File: config.mk
export PLATFORM = sky130hd
export DESIGN_NAME = dmf_mul
export DESIGN_NICKNAME = d
export VERILOG_FILES = /design/src/rtl/dmf_dly.sv /design/src/rtl/dmf_mul.sv
export SDC_FILE = /design/constraint.sdc
export NUM_CORES = 2
export LEC_CHECK = 0
export BUFFER_PORTS_ARGS = -buffer_cell sky130_fd_sc_hd__buf_2
export CAP_MARGIN = 20
export CORE_ASPECT_RATIO = 0.6
export CORE_UTILIZATION = 35
export DETAILED_ROUTE_END_ITERATION = 8
export PLACE_DENSITY = 0.6
export SKIP_CTS_REPAIR_TIMING = 1
export SYNTH_ARGS = -nofsm -noshare
export SYNTH_HDL_FRONTEND = slang
export SYNTH_HIERARCHICAL = 1
export SYNTH_SLANG_ARGS = --single-unit
export TNS_END_PERCENT = 50
File: constraint.sdc
create_clock -name i_clk -period 14.5 [get_ports i_clk]
set_input_delay 1.45 -clock i_clk [delete_from_list [all_inputs] [get_ports i_clk]]
set_output_delay 1.45 -clock i_clk [all_outputs]
set_load 0.03 [all_outputs]
File: src/rtl/dmf_dly.sv
// Enabled delay line of D register stages (D may be zero).
module dmf_dly #(
    parameter int W = 1,
    parameter int D = 1
) (
    input  logic         i_clk,
    input  logic         i_en,
    input  logic [W-1:0] i_d,
    output logic [W-1:0] o_q
);

    if (D == 0) begin : g_wire
        assign o_q = i_d;
    end else begin : g_regs
        logic [W-1:0] r_sh [0:D-1];

        always_ff @(posedge i_clk) begin
            if (i_en) begin
                r_sh[0] <= i_d;
                for (int k = 1; k < D; k++) begin
                    r_sh[k] <= r_sh[k-1];
                end
            end
        end

        assign o_q = r_sh[D-1];
    end

endmodule

File: src/rtl/dmf_mul.sv
// Pipelined unsigned multiplier: registered 32x32 partial products, registered adder tree.
module dmf_mul #(
    parameter int AW  = 32,
    parameter int BW  = 32,
    parameter int LAT = 1
) (
    input  logic            i_clk,
    input  logic            i_en,
    input  logic [AW-1:0]   i_a,
    input  logic [BW-1:0]   i_b,
    output logic [AW+BW-1:0] o_p
);

    localparam int NA  = (AW + 31) / 32;
    localparam int NB  = (BW + 31) / 32;
    localparam int NP  = NA * NB;
    localparam int LV  = $clog2(NP);
    localparam int PW  = AW + BW;
    localparam int PAD = LAT - 1 - LV;

    logic [NA*32-1:0] w_a;
    logic [NB*32-1:0] w_b;
    logic [PW-1:0]    w_pp   [0:NP-1];
    logic [PW-1:0]    r_lvl  [0:LV][0:NP-1];

    assign w_a = (NA*32)'(i_a);
    assign w_b = (NB*32)'(i_b);

    // partials are aligned to their weight; each fits since chunk <= operand
    always_comb begin
        for (int i = 0; i < NA; i++) begin
            for (int j = 0; j < NB; j++) begin
                w_pp[i*NB+j] = PW'((PW+64)'(64'(w_a[i*32+:32]) * 64'(w_b[j*32+:32]))
                                   << (32 * (i + j)));
            end
        end
    end

    always_ff @(posedge i_clk) begin
        if (i_en) begin
            for (int p = 0; p < NP; p++) begin
                r_lvl[0][p] <= w_pp[p];
            end
            for (int k = 1; k <= LV; k++) begin
                for (int e = 0; e < NP; e++) begin
                    if (e < ((NP + (1 << k) - 1) >> k)) begin
                        if ((2*e + 1 < NP) &&
                            (2*e + 1 < ((NP + (1 << (k-1)) - 1) >> (k-1)))) begin
                            r_lvl[k][e] <= r_lvl[k-1][2*e] + r_lvl[k-1][2*e+1];
                        end else begin
                            r_lvl[k][e] <= r_lvl[k-1][2*e];
                        end
                    end else begin
                        r_lvl[k][e] <= '0;
                    end
                end
            end
        end
    end

    dmf_dly #(.W(PW), .D(PAD)) u_pad (
        .i_clk (i_clk),
        .i_en  (i_en),
        .i_d   (r_lvl[LV][0]),
        .o_q   (o_p)
    );

endmodule

==> qor.txt <==
Multi-input gate area in the final layout - 29240 um2
Met3 track demand over resource - 0.04513
Startpoint kind of the worst setup timing path - primary input
CP Class - primary input to flip-flop
Wire length reported by the detailed router - 106500 um
Worst hold margin - 1.549 ns
Layout cell share with drive strength beyond 1 - 0.04528
Average size of a mapped cell - 9.354 um2
Initial DRT Pass Iterations - 5
Sequential standard cell area - 1922 um2
Endpoint type of the worst setup path - flip-flop
Number of violations of the max-capacitance limit - 0
Antenna violations before repair - 6
Crit-path most repeated cell - fa_1
Worst Path Max Fanout - 32
Highest clock frequency the design can meet - 0.1059 GHz
Post-synthesis cell type count - 57
Ys flop type - edfxtp_1
Rows - 90
Buffer cell driving the clock tree root - clkbuf_16
I/O Buffers - 129
Pin slew with the least headroom to its limit - 1.125 ns
Aggregate negative setup slack - 0 ns
Share of synthesized area occupied by flip-flops and latches - 0.05376
GP Congestion - 0.8741
Number of pins with negative max-slew slack in the final report - 0
Setup Viol. Count Final - 0
Chip height - 249.6 um
Final Hold Violating Endpoints - 0
Total nets after synthesis - 5047
Number of design rule violations left after detail routing - 0
Number of routed nets with antenna violations - 0
Time the final worst path needs with I/O delays and setup - 9.440 ns
Width of the die - 414.6 um
Critical path, cell by cell - buf_2, nand2_1, fa_1, inv_1, fa_1, inv_1, fa_1, inv_1, fa_1, fa_1, fa_1, fa_1, fa_1, ha_1, nand2_1, or4_1, or3_1, a31oi_1, a31o_2, a211oi_1, o21ai_1, xor2_1
Post-synth ARST share - 0
Detailed-placement wirelength estimate - 79350 um
Top-level I/O count - 130
Clock sink count - 64
Required @ worst endpoint - 14.59 ns
Registers with the most flip-flops - r_lvl (64)
Class of the tightest hold or removal check - primary input to flip-flop
Effective utilization at floorplan - 0.3543
Synthesis-to-layout area growth - 3.881%
Depth of the CTS H-tree - 3
Met2 Usage GRT - 0.3230
Register bit count reported by yosys - 64
Clock edge transition at the registers on the reported setup and hold paths - 0.06 ns
Global router's overall resource usage - 0.2124
Number of synthesized flops with an enable pin - 64
Met1 global-route usage - 0.3152
Total via count after detailed routing - 25.00k
Pin count of the biggest net entering global routing - 55
Ratio of routed vias to standard cells - 4.975
Buffering stage count on the worst path with inverters included - 4
DIE AREA - 103500 um2
Data arrival, critical path - 9.53 ns
Yosys synthesis warning count - 6
Rel. slew slack - 0.2498
CP peak stage delay - 0.81 ns
Gr ovfl total - 0
Utilization after layout - 0.3681
Final net count - 4908
Number of buffers created by CTS - 9
Max FFs per register - 64
Clock tree from TritonCTS - built
Filler cells - 10.33k
Run status - complete, no violations
Post-synthesis cell count - 3822
Cell area after synthesis - 35750 um2
Vias in the first global route - 26.79k
Unrepaired setup endpoints after global routing - no
Starting DRT DRC Count - 1913
Largest register by flop count - r_lvl
CORE AREA - 100900 um2
Max stage delay cell, worst path - buf_2
DR WL/cell - 21.20 um
Layer carrying the most global-route usage - met2
Category of cells accounting for the largest share of critical-path delay - adder cells
First-pass GRT wire length - 166500 um
Share of the clock period used by the worst path - 0.6511
Maximum count of clock buffers along a single path - 2
[metrics by stage]
step	instance area, um2	setup WS [ns]	instances
after detailed placement	36810	4.871	5006
after global placement	36810	4.989	5006
after CTS	37130	5.257	5022
after floorplan	35750	6.176	3822
after global routing	37140	4.855	5024
final	37140	5.060	5025
[worst paths after layout]
check / startpoint / to / cells past startpoint
setup / recovery: i_b[24] / r_lvl[0][62] / 22
hold / removal: i_en / r_lvl[0][59] / 1
[cells in the mapped netlist, types with 3 or more instances]
master	number	area (um2)
o211ai_1	3	22.52
and2_1	603	3772
clkbuf_1	215	807.0
a211oi_1	4	30.03
nand3_1	12	60.06
a221o_1	4	40.04
nor3_1	5	25.02
edfxtp_1	64	1922
or4_1	3	22.52
ha_1	263	3291
and4_1	4	35.03
xnor2_1	33	289.0
nand4_1	24	150.1
nand2_1	478	1794
a21oi_1	68	340.3
a31oi_1	11	68.82
buf_2	9	45.04
o21bai_1	10	75.07
inv_1	863	3239
fa_1	896	17940
and3_1	14	87.58
o221ai_1	3	26.28
nor2_1	21	78.83
xor2_1	26	227.7
buf_4	64	480.5
o21ai_0	28	140.1
o21a_1	8	60.06
a21o_1	37	277.8
a21boi_0	3	22.52
a311oi_1	3	26.28
or2_2	3	18.77
or3_1	5	31.28
[cell usage in the layout, fill, tap and decap left out, types with 4 or more instances in the layout]
| cell | count |
|---|---|
| a211oi_1 | 4 |
| a21o_1 | 37 |
| a21oi_1 | 68 |
| a221o_1 | 4 |
| a31oi_1 | 11 |
| and2_1 | 603 |
| and3_1 | 14 |
| and4_1 | 4 |
| buf_2 | 129 |
| buf_4 | 12 |
| clkbuf_16 | 9 |
| edfxtp_1 | 64 |
| fa_1 | 896 |
| ha_1 | 263 |
| inv_1 | 863 |
| nand2_1 | 478 |
| nand3_1 | 12 |
| nand4_1 | 24 |
| nor2_1 | 21 |
| nor3_1 | 5 |
| o21a_1 | 8 |
| o21ai_0 | 28 |
| o21bai_1 | 10 |
| or3_1 | 5 |
| xnor2_1 | 33 |
| xor2_1 | 26 |
[cell families (layout without fill, tap and decap cells)]
| group | Yosys count | count (layout) | synth area share |
|---|---|---|---|
| other | 0 | 3 | 0 |
| and+or+nand+nor | 1180 | 1180 | 0.1716 |
| muxes | 1 | 1 | 0.0002800 |
| DFF | 64 | 64 | 0.05376 |
| adders and majority gates | 1159 | 1159 | 0.5938 |
| AOI/OAI and AO/OA | 205 | 205 | 0.03794 |
| buffers and inverters | 1154 | 1020 | 0.1282 |
| xor gates and xnor gates | 59 | 59 | 0.01445 |
[cell type report]
class                   instances  share of cell area
diodes                          3           0.0002021
clock buffers                   9            0.006064
clock inverters                 7            0.002560
inverters                     863             0.08722
multi-input cells            2604              0.7874
flip-flops and latches         64             0.05175
well taps                    1334             0.04494
repair buffers                141             0.01981
[layer usage]
layer / vias to the layer above / routed length [um]
met3: 102 / 8952
met1: 13090 / 49030
met4: 2 / 1435
met5: - / 20
li1: 10780 / -
met2: 1026 / 47090
Power is not shown: default switching activity piles up to over one toggle a cycle in this logic, so the estimate is an artifact.
